$ cat config.mk
export PLATFORM = sky130hd
export DESIGN_NAME = sad_front
export DESIGN_NICKNAME = d
export VERILOG_FILES = /design/src/rtl/core/sad_pkg.sv /design/src/rtl/core/sad_front.sv
export SDC_FILE = /design/constraint.sdc
export NUM_CORES = 2
export LEC_CHECK = 0
export BUFFER_PORTS_ARGS = -buffer_cell sky130_fd_sc_hd__buf_4
export CORE_MARGIN = 3
export CORE_UTILIZATION = 56
export CTS_BUF_LIST = sky130_fd_sc_hd__clkbuf_16
export DETAILED_ROUTE_END_ITERATION = 10
export GPL_TIMING_DRIVEN = 0
export PLACE_DENSITY = 0.84
export SLEW_MARGIN = 0
export SYNTH_ARGS = -nofsm -noshare
export SYNTH_HDL_FRONTEND = slang
export SYNTH_SLANG_ARGS = --single-unit
$ cat constraint.sdc
create_clock -name clk -period 8.6 [get_ports clk]
set_input_delay 1.72 -clock clk [delete_from_list [all_inputs] [get_ports clk]]
set_output_delay 1.72 -clock clk [all_outputs]
set_load 0.03 [all_outputs]
$ cat src/rtl/core/sad_pkg.sv
`timescale 1ns / 1ps
// ----------------------------------------------------------------------------
// sad_pkg: shared types and constants for the spectral angle unit
// Sample and accumulator widths, the sum bundle handed from front to back,
// the back-end state type and the CORDIC arctangent table.
// ----------------------------------------------------------------------------
package sad_pkg;

    localparam int SAMPLE_W     = 16;
    localparam int ACC_W        = 48;
    localparam int QUEUE_DEPTH  = 2;
    localparam int CORDIC_STEPS = 30;
    localparam int ROOT_W       = 32;
    localparam int CW_W         = 34;
    localparam int ANG_W        = 16;

    localparam logic [ACC_W-1:0]        ENERGY_MAX = {ACC_W{1'b1}};
    localparam logic signed [ACC_W-1:0] DOT_MAX    = {1'b0, {(ACC_W-1){1'b1}}};
    localparam logic signed [ACC_W-1:0] DOT_MIN    = {1'b1, {(ACC_W-1){1'b0}}};
    localparam logic signed [34:0]      PI_Q30     = 35'sd3373259426;
    localparam logic [ANG_W-1:0]        ANGLE_MAX  = 16'd51472;

    typedef struct packed {
        logic signed [ACC_W-1:0] dot;
        logic [ACC_W-1:0]        pe;
        logic [ACC_W-1:0]        re;
    } sums_t;

    typedef enum logic [3:0] {
        ST_IDLE,
        ST_SQRT_P,
        ST_SQRT_R,
        ST_MUL,
        ST_NORM,
        ST_DIV,
        ST_SQR,
        ST_SQRT_S,
        ST_CORDIC,
        ST_FIN,
        ST_HOLD
    } back_state_t;

    // Truncated arctangent of 2^-i in Q.30 radians.
    function automatic logic [29:0] atan_q30(input logic [4:0] i);
        logic [29:0] v;
        case (i)
            5'd0:    v = 30'd843314856;
            5'd1:    v = 30'd497837829;
            5'd2:    v = 30'd263043836;
            5'd3:    v = 30'd133525158;
            5'd4:    v = 30'd67021686;
            5'd5:    v = 30'd33543515;
            5'd6:    v = 30'd16775850;
            5'd7:    v = 30'd8388437;
            5'd8:    v = 30'd4194282;
            5'd9:    v = 30'd2097149;
            5'd10:   v = 30'd1048575;
            5'd11:   v = 30'd524287;
            5'd12:   v = 30'd262143;
            5'd13:   v = 30'd131071;
            5'd14:   v = 30'd65535;
            5'd15:   v = 30'd32767;
            5'd16:   v = 30'd16383;
            5'd17:   v = 30'd8191;
            5'd18:   v = 30'd4095;
            5'd19:   v = 30'd2047;
            5'd20:   v = 30'd1023;
            5'd21:   v = 30'd511;
            5'd22:   v = 30'd255;
            5'd23:   v = 30'd127;
            5'd24:   v = 30'd63;
            5'd25:   v = 30'd31;
            5'd26:   v = 30'd15;
            5'd27:   v = 30'd8;
            5'd28:   v = 30'd4;
            5'd29:   v = 30'd2;
            default: v = 30'd0;
        endcase
        return v;
    endfunction

endpackage

$ cat src/rtl/core/sad_front.sv
`timescale 1ns / 1ps
// ----------------------------------------------------------------------------
// sad_front: band accumulator
// Multiplies each band pair in a registered stage, then adds the products
// into saturating dot and energy sums; the last band pushes the sums out.
// ----------------------------------------------------------------------------
module sad_front
(
    input  logic                                clk,
    input  logic                                rst_n,
    input  logic                                in_valid,
    output logic                                in_ready,
    input  logic signed [sad_pkg::SAMPLE_W-1:0] pixel_sample,
    input  logic signed [sad_pkg::SAMPLE_W-1:0] ref_sample,
    input  logic                                last_band,
    output logic                                push_valid,
    input  logic                                push_ready,
    output sad_pkg::sums_t                      push_data
);

    logic                    p1_valid_reg;
    logic                    p1_last_reg;
    logic signed [31:0]      pp_reg;
    logic signed [31:0]      rr_reg;
    logic signed [31:0]      pr_reg;
    logic signed [sad_pkg::ACC_W-1:0] dot_reg;
    logic [sad_pkg::ACC_W-1:0] pe_reg;
    logic [sad_pkg::ACC_W-1:0] re_reg;

    logic                    advance;
    logic [sad_pkg::ACC_W:0] pe_sum;
    logic [sad_pkg::ACC_W:0] re_sum;
    logic signed [sad_pkg::ACC_W:0] dot_sum;
    logic [sad_pkg::ACC_W-1:0] pe_next;
    logic [sad_pkg::ACC_W-1:0] re_next;
    logic signed [sad_pkg::ACC_W-1:0] dot_next;

    // The final band of a pair waits here when the queue is full.
    assign advance    = p1_valid_reg && (!p1_last_reg || push_ready);
    assign in_ready   = !p1_valid_reg || advance;
    assign push_valid = p1_valid_reg && p1_last_reg;

    always_comb
    begin
        pe_sum  = {1'b0, pe_reg} + {{(sad_pkg::ACC_W-30){1'b0}}, pp_reg[30:0]};
        re_sum  = {1'b0, re_reg} + {{(sad_pkg::ACC_W-30){1'b0}}, rr_reg[30:0]};
        dot_sum = {dot_reg[sad_pkg::ACC_W-1], dot_reg}
                + {{(sad_pkg::ACC_W-31){pr_reg[31]}}, pr_reg};
        pe_next = pe_sum[sad_pkg::ACC_W] ? sad_pkg::ENERGY_MAX : pe_sum[sad_pkg::ACC_W-1:0];
        re_next = re_sum[sad_pkg::ACC_W] ? sad_pkg::ENERGY_MAX : re_sum[sad_pkg::ACC_W-1:0];
        if (dot_sum[sad_pkg::ACC_W] != dot_sum[sad_pkg::ACC_W-1])
        begin
            dot_next = dot_sum[sad_pkg::ACC_W] ? sad_pkg::DOT_MIN : sad_pkg::DOT_MAX;
        end
        else
        begin
            dot_next = dot_sum[sad_pkg::ACC_W-1:0];
        end
        push_data.dot = dot_next;
        push_data.pe  = pe_next;
        push_data.re  = re_next;
    end

    always_ff @(posedge clk)
    begin
        if (in_valid && in_ready)
        begin
            pp_reg      <= pixel_sample * pixel_sample;
            rr_reg      <= ref_sample * ref_sample;
            pr_reg      <= pixel_sample * ref_sample;
            p1_last_reg <= last_band;
        end
    end

    always_ff @(posedge clk or negedge rst_n)
    begin
        if (!rst_n)
        begin
            p1_valid_reg <= 1'b0;
            dot_reg      <= '0;
            pe_reg       <= '0;
            re_reg       <= '0;
        end
        else
        begin
            if (in_ready)
            begin
                p1_valid_reg <= in_valid;
            end
            if (advance)
            begin
                if (p1_last_reg)
                begin
                    dot_reg <= '0;
                    pe_reg  <= '0;
                    re_reg  <= '0;
                end
                else
                begin
                    dot_reg <= dot_next;
                    pe_reg  <= pe_next;
                    re_reg  <= re_next;
                end
            end
        end
    end

endmodule

==> summary.txt <==
Timing
  • Actual slew at the worst max-slew pin: 1.26 ns
  • Fmax: 119 MHz
  • Final worst-path cycle share: 0.976
  • RSZ-0062 raised after global routing: false
  • Worst clock skew: 0.0188 ns
  • Max_slew headroom: 0.160
  • Worst setup margin: 0.209 ns
  • Final hold violations: 0
  • Final setup vio count: 0
  • Crit path time final: 8.39 ns
  • Max Slew Vio Count: 0

Placement
  • DP Area: 45800 sq um
  • Inst Count DP: 5976
  • DP HPWL: 97.6 mm
  • I/O Buffers: 173
  • GP Congestion: 1.02
  • DP Worst Slack: -0.953 ns

Setup path
  • Crit-path cells: buf_4, clkbuf_1, clkbuf_2, nand2_1, fa_1, fa_1, fa_1, fa_1, inv_1, fa_1, inv_1, fa_1, inv_1, ha_1, a21o_1, a211oi_1, o21ba_2, o21ai_0, a21oi_1, o21ai_1, a211oi_1, o31ai_1, a21oi_1, xnor2_1
  • Slowest cell on the critical path: fa_1
  • CP Launch Type: input port
  • CP Capture Type: register
  • Max incr delay on CP: 0.55 ns
  • Most frequent cell on the critical path: fa_1
  • Worst Path Arrival: 8.68 ns
  • Crit-path leading delay family: adder cells
  • Worst-path fanout max: 10
  • Number of buffers and inverters on the critical path: 6
  • Critical path type: input port to register
  • CP required: 8.89 ns

Yosys
  • Cells after Synth: 4771
  • Sequential share of the synthesized area: 0.149
  • Cell with the most instances after synthesis: inv_1
  • Xor/xnor share of the synthesized area: 0.0483
  • Compound-gate portion of the synthesized area: 0.123
  • Syn Std Cell Area: 43100 sq um
  • YS warnings: 0
  • FF+latch count, synth: 238
  • Mapped Nets: 5896
  • Unique masters post-synth: 87
  • Mean Syn Cell Area: 9.04 sq um
  • Post-synth top area share: 0.334
  • EDFF count, synth: 93
  • Top cells by area, synth: fa_1 (33%), ha_1 (11%), dfrtp_1 (8.4%), inv_1 (8.4%), edfxtp_1 (6.5%)
  • Main combinational cell family by area after synthesis: adder cells
  • Simple-Gate Fraction of Synth Area: 0.129
  • Ys async rst share: 0.609
  • Top_reg_cell synth: dfrtp_1
  • Multiplexer share of the synthesized area: 0.00197
  • Adder-Cell Fraction of Synth Area: 0.446
  • Top cells by count, synth: inv_1 (960), fa_1 (720), nand2_1 (485), ha_1 (368), nor2_1 (296)
  • Largest area contributor in the synthesized netlist: fa_1

Floorplan
  • Starting Density: 0.567
  • Die width: 283 microns
  • Die Y: 283 microns
  • Core area: 76100 sq um
  • Die Area: 80400 sq um
  • # rows: 101
  • IO Count: 183

Clock network
  • Worst-path clk slew: 0.06 ns
  • Clock network latency to the later pin of the worst-skew pair: 0.58 ns
  • TritonCTS clock tree: done
  • CTS Buffer Depth: 3
  • TritonCTS Sinks: 238
  • CTS buffer count: 30
  • Root Buffer: clkbuf_16
  • H-tree levels: 1

Global routing
  • Total grt overflow: 0
  • Vias in the first global route: 36.8k
  • First-pass GRT wire length: 194 mm
  • GRT Util Overall: 0.305
  • Largest net degree at the start of global routing: 95
  • Initial antenna violation count: 5

Layout
  • Fin area: 46900 sq um
  • Post-Layout Cell Count: 6036
  • Layout area overhead: 8.78%
  • Final nets: 6103
  • Multi-input logic area: 32300 sq um
  • Sequential cell area: 6420 sq um
  • # fillers: 6311
  • Layout cell share with drive strength beyond 1: 0.0670

Routing
  • Vias per inst: 5.80
  • Via Count: 35.0k
  • Starting DRT DRC Count: 3321
  • Drt wl/cell: 20.1 microns
  • ANT nets after route: 0
  • Drc violations: 0
  • 1st-pass router iterations: 7
  • WL final: 121 mm

Hold path
  • Worst min path class: register to register

Run
  • MaxCap Viol Count: 0

Status
  • Status: finished, final reports clean
-- repair_timing --
action,in CTS,in global routing
endpoints found under the hold margin,0,0
endpoints found under the setup margin,5,10
hold buffers,0,0
cloned,0,0
resized for setup,3,38
buffers inserted,0,5
-- worst min-delay path: stages (launching register included) --
cell     delay (ns)
dfrtp_1        0.34
nand2_1        0.05
o21ai_1        0.06
-- worst paths after layout --
kind                            startpoint          end  slack (ns)  cells past startpoint
setup / recovery           pixel_sample[9]   pr_reg[31]        0.21                     24
hold / removal                 dot_reg[14]  dot_reg[14]        0.49                      2
setup reg to reg                pr_reg[31]  dot_reg[30]        4.24                     12
hold reg to reg                dot_reg[14]  dot_reg[14]        0.49                      2
max in group asynchronous            rst_n   re_reg[21]        6.62                      2
min in group asynchronous            rst_n   pe_reg[13]        1.07                      1
-- cells in the final DEF, fill, tap and decap left out, drive strengths merged, types with 163 or more instances in the layout --
| cell | netlist | layout |
|---|---|---|
| nor2 | 298 | 298 |
| ha | 368 | 368 |
| clkbuf | 158 | 185 |
| nand2 | 486 | 486 |
| o21ai | 184 | 184 |
| inv | 964 | 971 |
| xnor2 | 163 | 163 |
| fa | 720 | 720 |
| a21oi | 217 | 217 |
| buf | 30 | 209 |
-- final cells by class --
type                    instances  area share
repair buffers                180      0.0298
well taps                    1030      0.0275
clock buffers                  31      0.0165
multi-input cells            3373       0.689
diodes                          4    0.000213
inverters                     972      0.0780
clock inverters                25     0.00608
flip-flops and latches        238       0.137
plain buffers                 183      0.0165
-- metrics by stage --
step	hold slack (ns)	setup TNS [ns]	util
finish	0.486	0	0.617
global route	0.516	0	0.616
CTS	0.488	0	0.616
detailed placement	0.475	-8.87	0.602
global placement	0.468	-7.09	0.601
floorplan	0.453	0	-
-- per-layer routing --
layer | wire length, microns | global-route usage
met1 | 45500 | 0.385
met2 | 57100 | 0.503
met3 | 12100 | 0.0674
met4 | 6290 | 0.139
met5 | 41 | 0
-- kinds of logic (layout without fill, tap and decap cells) --
group	after synthesis	after routing
adders and majority gates	1111	1111
muxes	8	8
other	0	4
DFF	238	238
xor gates and xnor gates	238	238
and+or+nand+nor	1211	1211
buffers and inverters	1160	1391
AOI/OAI and AO/OA	805	805
Power is not shown: default switching activity piles up to over one toggle a cycle in this logic, so the estimate is an artifact.
