File: config.mk
export PLATFORM = sky130hd
export DESIGN_NAME = sad_queue
export DESIGN_NICKNAME = d
export VERILOG_FILES = /design/src/rtl/core/sad_pkg.sv /design/src/rtl/core/sad_queue.sv
export SDC_FILE = /design/constraint.sdc
export NUM_CORES = 1
export LEC_CHECK = 0
export BUFFER_PORTS_ARGS = -buffer_cell sky130_fd_sc_hd__buf_2
export CORE_MARGIN = 1
export CORE_UTILIZATION = 30
export CTS_BUF_LIST = sky130_fd_sc_hd__clkbuf_4 sky130_fd_sc_hd__clkbuf_8
export CTS_CLUSTER_SIZE = 25
export DETAILED_ROUTE_END_ITERATION = 8
export GPL_TIMING_DRIVEN = 0
export PLACE_DENSITY = 0.62
export SYNTH_ARGS = -nofsm -noshare
export SYNTH_HDL_FRONTEND = slang
export SYNTH_SLANG_ARGS = --single-unit
File: constraint.sdc
create_clock -name clk -period 16.75 [get_ports clk]
set_input_delay 3.35 -clock clk [delete_from_list [all_inputs] [get_ports clk]]
set_output_delay 3.35 -clock clk [all_outputs]
set_load 0.02 [all_outputs]
File: src/rtl/core/sad_pkg.sv
`timescale 1ns / 1ps
// ----------------------------------------------------------------------------
// sad_pkg: shared types and constants for the spectral angle unit
// Sample and accumulator widths, the sum bundle handed from front to back,
// the back-end state type and the CORDIC arctangent table.
// ----------------------------------------------------------------------------
package sad_pkg;

    localparam int SAMPLE_W     = 16;
    localparam int ACC_W        = 48;
    localparam int QUEUE_DEPTH  = 2;
    localparam int CORDIC_STEPS = 30;
    localparam int ROOT_W       = 32;
    localparam int CW_W         = 34;
    localparam int ANG_W        = 16;

    localparam logic [ACC_W-1:0]        ENERGY_MAX = {ACC_W{1'b1}};
    localparam logic signed [ACC_W-1:0] DOT_MAX    = {1'b0, {(ACC_W-1){1'b1}}};
    localparam logic signed [ACC_W-1:0] DOT_MIN    = {1'b1, {(ACC_W-1){1'b0}}};
    localparam logic signed [34:0]      PI_Q30     = 35'sd3373259426;
    localparam logic [ANG_W-1:0]        ANGLE_MAX  = 16'd51472;

    typedef struct packed {
        logic signed [ACC_W-1:0] dot;
        logic [ACC_W-1:0]        pe;
        logic [ACC_W-1:0]        re;
    } sums_t;

    typedef enum logic [3:0] {
        ST_IDLE,
        ST_SQRT_P,
        ST_SQRT_R,
        ST_MUL,
        ST_NORM,
        ST_DIV,
        ST_SQR,
        ST_SQRT_S,
        ST_CORDIC,
        ST_FIN,
        ST_HOLD
    } back_state_t;

    // Truncated arctangent of 2^-i in Q.30 radians.
    function automatic logic [29:0] atan_q30(input logic [4:0] i);
        logic [29:0] v;
        case (i)
            5'd0:    v = 30'd843314856;
            5'd1:    v = 30'd497837829;
            5'd2:    v = 30'd263043836;
            5'd3:    v = 30'd133525158;
            5'd4:    v = 30'd67021686;
            5'd5:    v = 30'd33543515;
            5'd6:    v = 30'd16775850;
            5'd7:    v = 30'd8388437;
            5'd8:    v = 30'd4194282;
            5'd9:    v = 30'd2097149;
            5'd10:   v = 30'd1048575;
            5'd11:   v = 30'd524287;
            5'd12:   v = 30'd262143;
            5'd13:   v = 30'd131071;
            5'd14:   v = 30'd65535;
            5'd15:   v = 30'd32767;
            5'd16:   v = 30'd16383;
            5'd17:   v = 30'd8191;
            5'd18:   v = 30'd4095;
            5'd19:   v = 30'd2047;
            5'd20:   v = 30'd1023;
            5'd21:   v = 30'd511;
            5'd22:   v = 30'd255;
            5'd23:   v = 30'd127;
            5'd24:   v = 30'd63;
            5'd25:   v = 30'd31;
            5'd26:   v = 30'd15;
            5'd27:   v = 30'd8;
            5'd28:   v = 30'd4;
            5'd29:   v = 30'd2;
            default: v = 30'd0;
        endcase
        return v;
    endfunction

endpackage

File: src/rtl/core/sad_queue.sv
`timescale 1ns / 1ps
// ----------------------------------------------------------------------------
// sad_queue: short queue of finished sums
// Holds completed signature sums between the accumulator and the angle unit
// so that each side can stall on its own. Entries shift toward the head.
// ----------------------------------------------------------------------------
module sad_queue
#(
    parameter int DEPTH = sad_pkg::QUEUE_DEPTH
)
(
    input  logic           clk,
    input  logic           rst_n,
    input  logic           push_valid,
    output logic           push_ready,
    input  sad_pkg::sums_t push_data,
    output logic           pop_valid,
    input  logic           pop_ready,
    output sad_pkg::sums_t pop_data
);

    localparam int CNT_W = $clog2(DEPTH + 1);

    sad_pkg::sums_t   ent_reg [DEPTH];
    logic [CNT_W-1:0] count_reg;
    logic             do_push;
    logic             do_pop;
    logic [CNT_W-1:0] wr_idx;

    assign push_ready = count_reg < CNT_W'(DEPTH);
    assign pop_valid  = count_reg != '0;
    assign pop_data   = ent_reg[0];
    assign do_push    = push_valid && push_ready;
    assign do_pop     = pop_valid && pop_ready;
    assign wr_idx     = count_reg - CNT_W'(do_pop);

    always_ff @(posedge clk)
    begin
        for (int i = 0; i < DEPTH; i++)
        begin
            if (do_push && wr_idx == CNT_W'(i))
            begin
                ent_reg[i] <= push_data;
            end
            else if (do_pop && i < DEPTH - 1)
            begin
                ent_reg[i] <= ent_reg[(i + 1) % DEPTH];
            end
        end
    end

    always_ff @(posedge clk or negedge rst_n)
    begin
        if (!rst_n)
        begin
            count_reg <= '0;
        end
        else
        begin
            count_reg <= count_reg + CNT_W'(do_push) - CNT_W'(do_pop);
        end
    end

endmodule

==> results of run 1 <==
[worst max-delay path by stage]
stage / cells after the start / end / slack [ns] / startpoint
global placement: 5 / ent_reg[0][236] / -4.60 / pop_ready
global route: 10 / ent_reg[0][284] / 11.17 / pop_ready
floorplan: 4 / ent_reg[0][144] / 2.30 / pop_ready
finish: 10 / ent_reg[0][284] / 11.32 / pop_ready
detailed placement: 10 / ent_reg[0][231] / 10.60 / pop_ready
CTS: 10 / ent_reg[0][278] / 11.26 / pop_ready
[per-layer routing]
| layer | vias up | part of all wire |
|---|---|---|
| li1 | 2904 | - |
| met1 | 3022 | 0.41 |
| met2 | 213 | 0.47 |
| met3 | 60 | 0.091 |
| met4 | 4 | 0.030 |
| met5 | - | 0.0010 |
[logic make-up after synthesis]
group	count (synthesis)	synth area share
buf+inv	164	0.105
fa+ha+maj	3	0.00323
xor+xnor	2	0.00151
mux	144	0.139
compound gates	2	0.00118
flops	290	0.748
simple gates	5	0.00194
[cell type report]
cell class,instances,area share
repair buffers,311,0.115
clock buffers,74,0.0588
diodes,1,0.000166
well taps,511,0.0424
multi-input cells,156,0.114
clock inverters,20,0.0127
flip-flops and latches,290,0.576
plain buffers,159,0.0795
inverters,5,0.00124
[per-stage QoR]
stage	worst slack, ns	cell area [um2]
2_1_floorplan	2.30	11600
3_3_place_gp	-4.60	13700
3_5_place_dp	10.60	14000
4_1_cts	11.26	15100
5_1_grt	11.17	15100
6_report	11.32	15100
[synth_stat cells]
cell type,n
edfxtp_1,288
buf_4,144
mux2_2,84
mux2_1,60
buf_2,8
buf_6,7
inv_1,5
ha_1,3
nand2_1,3
dfrtp_1,2
xnor2_1,2
a21oi_2,1
nor2b_1,1
nor3_1,1
o21ai_1,1
[power breakdown]
part           internal (uW)  leakage [uW]  switching, uW
clock                    401      0.000572            287
sequential              1090       0.00274           51.8
combinational            414       0.00268            498
==> run summary, run 1 <==
top cells by area, synth -> edfxtp_1 74%, buf_4 9.3%, mux2_2 8.1%, mux2_1 5.8%, buf_6 0.68%
cell count after synthesis -> 610
synthesized flop and latch total -> 290
sequential fraction of the synthesis area -> 0.748
first-pass GRT wire length -> 35600 um
worst r2r src -> count_reg[1]
Die Height -> 199 um
fillers -> 3560
setup violators final -> 0
die area -> 0.0396 mm2
Tcrit/Tclk final -> 0.324
slowest stage cell on the critical path -> nor3_2
final hold vios -> 0
CP arrival -> 5.72 ns
Synth-to-Final Area Change -> 29.8%
Pwr Total -> 2750 uW
share of layout cells above drive strength 1 -> 0.633
startpoint types -> input port
Max IR drop VDD -> 0.102 mV
M2 GR Usage -> 0.191
Iter 0 DRT Violations -> 103
Worst slew margin -> 0.511
CTS hold repair buffers -> 0
num rows -> 71
drt drc -> 0
Setup TNS -> 0 ns
PostCTS Resize Cnt -> 0
most common cell after layout, fill and taps aside -> buf_2
Clock H-tree levels -> 2
dpl hpwl -> 16500 um
Util after Layout -> 0.398
Reg2Reg Depth -> 9
area leader, netlist -> edfxtp_1
leakage power -> 0.00599 uW
Buf/Inv on CP -> 7
Hold WC Path Type -> reg -> reg
syn avg cell area -> 19.1 um2
Clock Pin Slew Worst Setup and Hold Paths -> 0.05 ns
largest net degree at the start of global routing -> 48
Via density -> 4.06
Layout Nets -> 1125
CP dominant cell by count -> buf_6
hold path depth -> 1
CTS tree -> done
CTS root buf -> clkbuf_8
CORE AREA -> 0.0379 mm2
hold_ws -> 0.532 ns
global route overflow -> 0
crit-path cells -> buf_2, o21ai_1, inv_1, ha_1, nor3_2, buf_6, buf_6, buf_6, buf_6, buf_6
HP Start -> ent_reg[0][229]
starting density of the core -> 0.307
first-pass detailed-route iteration total -> 4
clock tree buffer depth -> 3
GR Util met1 -> 0.137
port buffer count -> 293
cell family with most CP delay -> buffers and inverters
initial antenna violation count -> 3
hold path endpoint -> ent_reg[0][85]
CTS Buf Count -> 51
FF+latch area -> 0.00870 mm2
top cell type's share of synthesized area -> 0.744
post-layout min period -> 5.43 ns
CP required -> 17.03 ns
Crit Path Max Fanout -> 11
final WL -> 23900 um
RSZ-0062 raised after global routing -> false
reg2reg setup slack -> 13.62 ns
vias in the first global route -> 6420
R2R Path End -> ent_reg[0][284]
Die Wd -> 199 um
met3 Use GR -> 0.0490
worst-margin pin slew -> 0.733 ns
io pins -> 294
final cell count without fillers -> 1527
crit path kind -> in -> reg
CP Capture Type -> register
Fin Clk Skew -> 0.0169 ns
Routed WL per cell -> 15.6 um
commonest non-fill, non-tap cells in the layout -> 301 x buf_2, 288 x edfxtp_1, 144 x buf_4
synth warn -> 0
Power per Cell Area -> 182 mW/mm2
Clock Latency Late Sink -> 0.60 ns
Max-Cap Viols -> 0
Max Transition Viols Final -> 0
Overall Global Routing Usage -> 0.119
Mapped Area -> 0.0116 mm2
total vias in the final route -> 6203
syn_nets -> 761
setup bufs post-CTS -> 0
max reg flops -> 288
Routability Congestion -> 0.674
Final ANT Viol Nets -> 0
CP max stage delay -> 0.62 ns
CTS Sinks -> 290
placed insts -> 1432
highest clock rate -> 0.184 GHz
GR peak layer -> met2
status -> complete, no violations
Cell variety after synth -> 15
area of the multi-input gates -> 0.00173 mm2
No activity file was read; power rests on OpenSTA's default activity.
==> run 2: changes to the inputs <==
--- a/config.mk
+++ b/config.mk
@@ -12,7 +12,7 @@
 export CTS_CLUSTER_SIZE = 25
 export DETAILED_ROUTE_END_ITERATION = 8
 export GPL_TIMING_DRIVEN = 0
-export PLACE_DENSITY = 0.62
+export PLACE_DENSITY = 0.64
 export SYNTH_ARGS = -nofsm -noshare
 export SYNTH_HDL_FRONTEND = slang
 export SYNTH_SLANG_ARGS = --single-unit
==> constraint.sdc (replaced) <==
create_clock -name clk -period 4.93 [get_ports clk]
set_input_delay 0.986 -clock clk [delete_from_list [all_inputs] [get_ports clk]]
set_output_delay 0.986 -clock clk [all_outputs]
set_load 0.02 [all_outputs]
==> run 2 against run 1 <==
Net effect:
- via count down 1.1%
- largest power group unchanged
- sequential power rose to 3.4 times the previous value
- final cell count down 0.39%
- register-to-register slack worse by 12 ns
- critical path depth unchanged
- hold slack worse by 0.35 ns
- non-clock buffer count down 5
- utilization about the same
- die area unchanged
- total power rose to 3.4 times the previous value
==> run summary, run 2 (synthesis results as in run 1) <==
CP dominant cell by count -> buf_8
Routed WL per cell -> 15.7 um
CTS root buf -> clkbuf_8
Die Height -> 199 um
Worst slew margin -> 0.548
Power per Cell Area -> 614 mW/mm2
startpoint types -> register
Comb pwr share -> 0.338
die area -> 0.0396 mm2
Clock Latency Late Sink -> 0.60 ns
port buffer count -> 293
CP max stage delay -> 0.54 ns
Pwr Total -> 9260 uW
Flop pwr share -> 0.421
first-pass GRT wire length -> 35800 um
total vias in the final route -> 6136
final WL -> 23900 um
Tcrit/Tclk final -> 0.595
starting density of the core -> 0.307
Max Transition Viols Final -> 0
CTS Sinks -> 290
CTS tree -> done
cell family with most CP delay -> buffers and inverters
final hold vios -> 0
Clock Power Share -> 0.242
commonest non-fill, non-tap cells in the layout -> 301 x buf_2, 288 x edfxtp_1, 144 x buf_4
setup bufs post-CTS -> 0
Final ANT Viol Nets -> 0
Layout Nets -> 1120
CP Capture Type -> register
drt drc -> 0
PostCTS Resize Cnt -> 0
first-pass detailed-route iteration total -> 4
RSZ-0062 raised after global routing -> false
CP arrival -> 3.23 ns
setup violators final -> 0
switch share -> 0.308
highest clock rate -> 0.341 GHz
most common cell after layout, fill and taps aside -> buf_2
Max-Cap Viols -> 0
NetSw -> 2850 uW
share of layout cells above drive strength 1 -> 0.635
io pins -> 294
vias in the first global route -> 6385
worst-margin pin slew -> 0.678 ns
cell internal pwr -> 6410 uW
initial antenna violation count -> 5
Fin Clk Skew -> 0.0225 ns
Routability Congestion -> 0.685
Clock Pin Slew Worst Setup and Hold Paths -> 0.05 ns
post-layout min period -> 2.93 ns
Via density -> 4.03
Overall Global Routing Usage -> 0.121
CP required -> 5.23 ns
CORE AREA -> 0.0379 mm2
leakage power -> 0.00596 uW
reg2reg setup slack -> 2.00 ns
Max IR drop VDD -> 0.295 mV
Crit Path Max Fanout -> 19
status -> complete, no violations
num rows -> 71
largest net degree at the start of global routing -> 56
Die Wd -> 199 um
global route overflow -> 0
clock tree buffer depth -> 3
Hold WC Path Type -> in -> async
Buf/Inv on CP -> 7
Iter 0 DRT Violations -> 201
CTS hold repair buffers -> 0
crit-path cells -> o21ai_4, inv_2, ha_4, nor3_4, buf_8, buf_8, buf_8, buf_8, buf_16, buf_8
max reg flops -> 288
slowest stage cell on the critical path -> nor3_4
dpl hpwl -> 16600 um
Synth-to-Final Area Change -> 29.7%
hold_ws -> 0.186 ns
Clock H-tree levels -> 2
crit path kind -> reg -> reg
CTS Buf Count -> 51
## run 2: layout make-up
cell class | instances | area (um2)
Inverter | 5 | 18.8
Buffer | 159 | 1200
Antenna cell | 2 | 5.00
Multi-Input combinational cell | 156 | 1760
Tap cell | 511 | 639
Fill cell | 3577 | 22800
Clock inverter | 17 | 129
Timing Repair Buffer | 306 | 1740
Clock buffer | 75 | 901
Sequential cell | 290 | 8700
## run 2: worst paths after layout
path                                 start              end  cells past startpoint
hold / removal                       rst_n     count_reg[1]                      1
max in group asynchronous            rst_n     count_reg[0]                      1
min in group clk           ent_reg[0][286]  ent_reg[0][142]                      1
hold reg to reg            ent_reg[0][286]  ent_reg[0][142]                      1
setup reg to reg              count_reg[1]  ent_reg[0][250]                     10
setup / recovery              count_reg[1]  ent_reg[0][250]                     10
## run 2: worst reg2reg max path: stages, from the launching register on
cell and delay (ns):
dfrtp_1 0.44, o21ai_4 0.23, inv_2 0.08, ha_4 0.24, nor3_4 0.54, buf_8 0.25, buf_8 0.17, buf_8 0.18
buf_8 0.17, buf_16 0.17, buf_8 0.17
## run 2: power by group through the flow
stage	logic [uW]	clock network, uW	registers (uW)
4_1_cts	3210	2350	3910
3_3_place_gp	2760	0	4020
5_1_grt	3380	2430	3970
6_report	3130	2240	3890
3_5_place_dp	3200	0	3950
2_1_floorplan	2130	0	4000
## run 2: metrics by stage
step	util	TNS [ns]	setup WS, ns	cell area, um2	cells
after floorplan	-	-51.00	-0.296	11700	610
after detailed placement	0.370	0	1.38	14000	1427
final	0.398	0	2.00	15100	1521
after global placement	0.363	-755.20	-2.68	13800	1414
after CTS	0.398	0	1.94	15100	1519
after global routing	0.398	0	1.83	15100	1520
## run 2: metal layers
metal	GRT usage	up-vias	wire length, um
met1	0.143	2957	9750
met4	0.0638	6	804
met2	0.189	221	11200
li1	-	2886	-
met3	0.0461	66	2060
met5	0	-	42
==> run 3: changes to the inputs <==
--- a/config.mk
+++ b/config.mk
@@ -12,7 +12,7 @@
 export CTS_CLUSTER_SIZE = 25
 export DETAILED_ROUTE_END_ITERATION = 8
 export GPL_TIMING_DRIVEN = 0
-export PLACE_DENSITY = 0.64
+export PLACE_DENSITY = 0.62
 export SYNTH_ARGS = -nofsm -noshare
 export SYNTH_HDL_FRONTEND = slang
 export SYNTH_SLANG_ARGS = --single-unit
==> constraint.sdc (replaced) <==
create_clock -name clk -period 2.9 [get_ports clk]
set_input_delay 0.58 -clock clk [delete_from_list [all_inputs] [get_ports clk]]
set_output_delay 0.58 -clock clk [all_outputs]
set_load 0.02 [all_outputs]
==> run 3 against run 2 <==
Net effect:
- total power grew 68%
- clock-buffer cell count shrank 10
- global-route usage shrank 0.33 points
- non-clock buffer count shrank 1
- routed wire length shrank 2.1%
- combinational power grew 71%
- design area shrank 0.44%
- clock power grew 60%
- critical endpoint is now ent_reg[0][264]
==> run summary, run 3 (synthesis results as in run 1) <==
status -> complete, no violations
Routability Congestion -> 0.679
Final Cell Area -> 0.0150 mm2
setup violators final -> 0
final WL -> 23400 um
CTS Buf Count -> 51
first-pass GRT wire length -> 35000 um
Reg2Reg Depth -> 7
CTS Sinks -> 290
most common cell after layout, fill and taps aside -> buf_2
reg2reg setup slack -> 0.30 ns
RSZ-0062 raised after global routing -> false
port buffer count -> 293
num rows -> 71
die area -> 0.0396 mm2
Overall Global Routing Usage -> 0.118
initial antenna violation count -> 5
drt drc -> 0
Buf/Inv on CP -> 4
CTS root buf -> clkbuf_8
Clock H-tree levels -> 2
hold path depth -> 1
leakage power -> 0.00591 uW
hold_ws -> 0.169 ns
final hold vios -> 0
Synth-to-Final Area Change -> 29.1%
highest clock rate -> 0.384 GHz
CP arrival -> 2.88 ns
Post-Place Cell Area -> 0.0141 mm2
worst r2r src -> count_reg[1]
HP Start -> push_data[58]
FF+latch area -> 0.00870 mm2
largest net degree at the start of global routing -> 59
R2R Path End -> ent_reg[0][264]
dpl hpwl -> 16100 um
CP Capture Type -> register
global route overflow -> 0
fillers -> 3609
Tcrit/Tclk final -> 0.898
startpoint types -> register
CORE AREA -> 0.0379 mm2
CP max stage delay -> 0.60 ns
area of the multi-input gates -> 0.00176 mm2
CP dominant cell by count -> buf_16
Power per Cell Area -> 1030 mW/mm2
Layout Nets -> 1119
Die Height -> 199 um
crit path from -> count_reg[1]
Fin Clk Skew -> 0.0262 ns
post-layout min period -> 2.60 ns
Routed WL per cell -> 15.5 um
number of diodes -> 0
crit-path cells -> o21ai_4, inv_2, ha_4, nor3_4, buf_16, buf_8, buf_16
crit path kind -> reg -> reg
starting density of the core -> 0.307
Iter 0 DRT Violations -> 97
share of layout cells above drive strength 1 -> 0.626
CP required -> 3.18 ns
clock tree buffer depth -> 3
io pins -> 294
Clock Latency Late Sink -> 0.60 ns
Hold WC Path Type -> in -> reg
commonest non-fill, non-tap cells in the layout -> 301 x buf_2, 288 x edfxtp_1, 144 x buf_4
Max IR drop VDD -> 0.636 mV
Worst slew margin -> 0.525
Die Wd -> 199 um
Clock Pin Slew Worst Setup and Hold Paths -> 0.06 ns
setup bufs post-CTS -> 0
Crit Path Max Fanout -> 19
max reg flops -> 288
Final ANT Viol Nets -> 0
worst-margin pin slew -> 0.711 ns
total vias in the final route -> 6173
vias in the first global route -> 6398
CTS tree -> done
slowest stage cell on the critical path -> nor3_4
first-pass detailed-route iteration total -> 4
cell family with most CP delay -> buffers and inverters
hold path endpoint -> ent_reg[0][202]
Via density -> 4.09
Max Transition Viols Final -> 0
Max-Cap Viols -> 0
-- run 3: changes by cell type in the layout (fill, tap and decap cells not counted), sizes merged --
cell,previous run,this run
buf,465,463
clkbuf,75,65
diode,2,0
dlygate4sd3,0,1
-- run 3: how the worst max path moves through the flow --
stage / to / slack [ns] / depth (start not counted)
after floorplan: ent_reg[0][144] / -1.92 / 4
after global placement: ent_reg[0][240] / -4.37 / 5
after detailed placement: ent_reg[0][131] / -0.06 / 8
after CTS: ent_reg[0][129] / 0.03 / 7
after global routing: ent_reg[0][264] / 0.17 / 7
final: ent_reg[0][264] / 0.30 / 7
-- run 3: routing by layer --
| layer | track usage | vias up | wire (um) |
|---|---|---|---|
| met5 | 0 | - | 62 |
| met4 | 0.0564 | 8 | 651 |
| met3 | 0.0543 | 56 | 2360 |
| met2 | 0.179 | 223 | 10500 |
| li1 | - | 2877 | - |
| met1 | 0.140 | 3009 | 9770 |
-- run 3: report_power, final --
group / switching [uW] / leakage (uW) / total (uW) / internal [uW]
registers: 301 / 0.00274 / 6620 / 6320
clock network: 1590 / 0.000494 / 3580 / 1990
logic: 2900 / 0.00268 / 5340 / 2440
total: 4790 / 0.00591 / 15500 / 10700
-- run 3: timing repair --
action | 4_1_cts | 5_1_grt
hold buffers | 1 | 0
endpoints found under the setup margin | 0 | 1
endpoints found under the hold margin | 2 | 0
gates resized for setup | 0 | 1
-- run 3: through the flow --
step	power (uW)	setup WS [ns]	setup TNS (ns)	instances	util
finish	15500	0.297	0	1508	0.396
detailed placement	12200	-0.0565	-0.572	1425	0.371
CTS	15900	0.0296	0	1508	0.396
global placement	10400	-4.37	-1223.90	1414	0.363
global route	16400	0.165	0	1508	0.396
floorplan	10000	-1.92	-518.71	610	-
-- run 3: area by class of cell --
class                   count  area share
flip-flops and latches    290       0.579
repair buffers            305       0.117
multi-input cells         156       0.117
clock inverters            17     0.00825
plain buffers             159      0.0799
clock buffers              65      0.0546
inverters                   5     0.00125
well taps                 511      0.0426
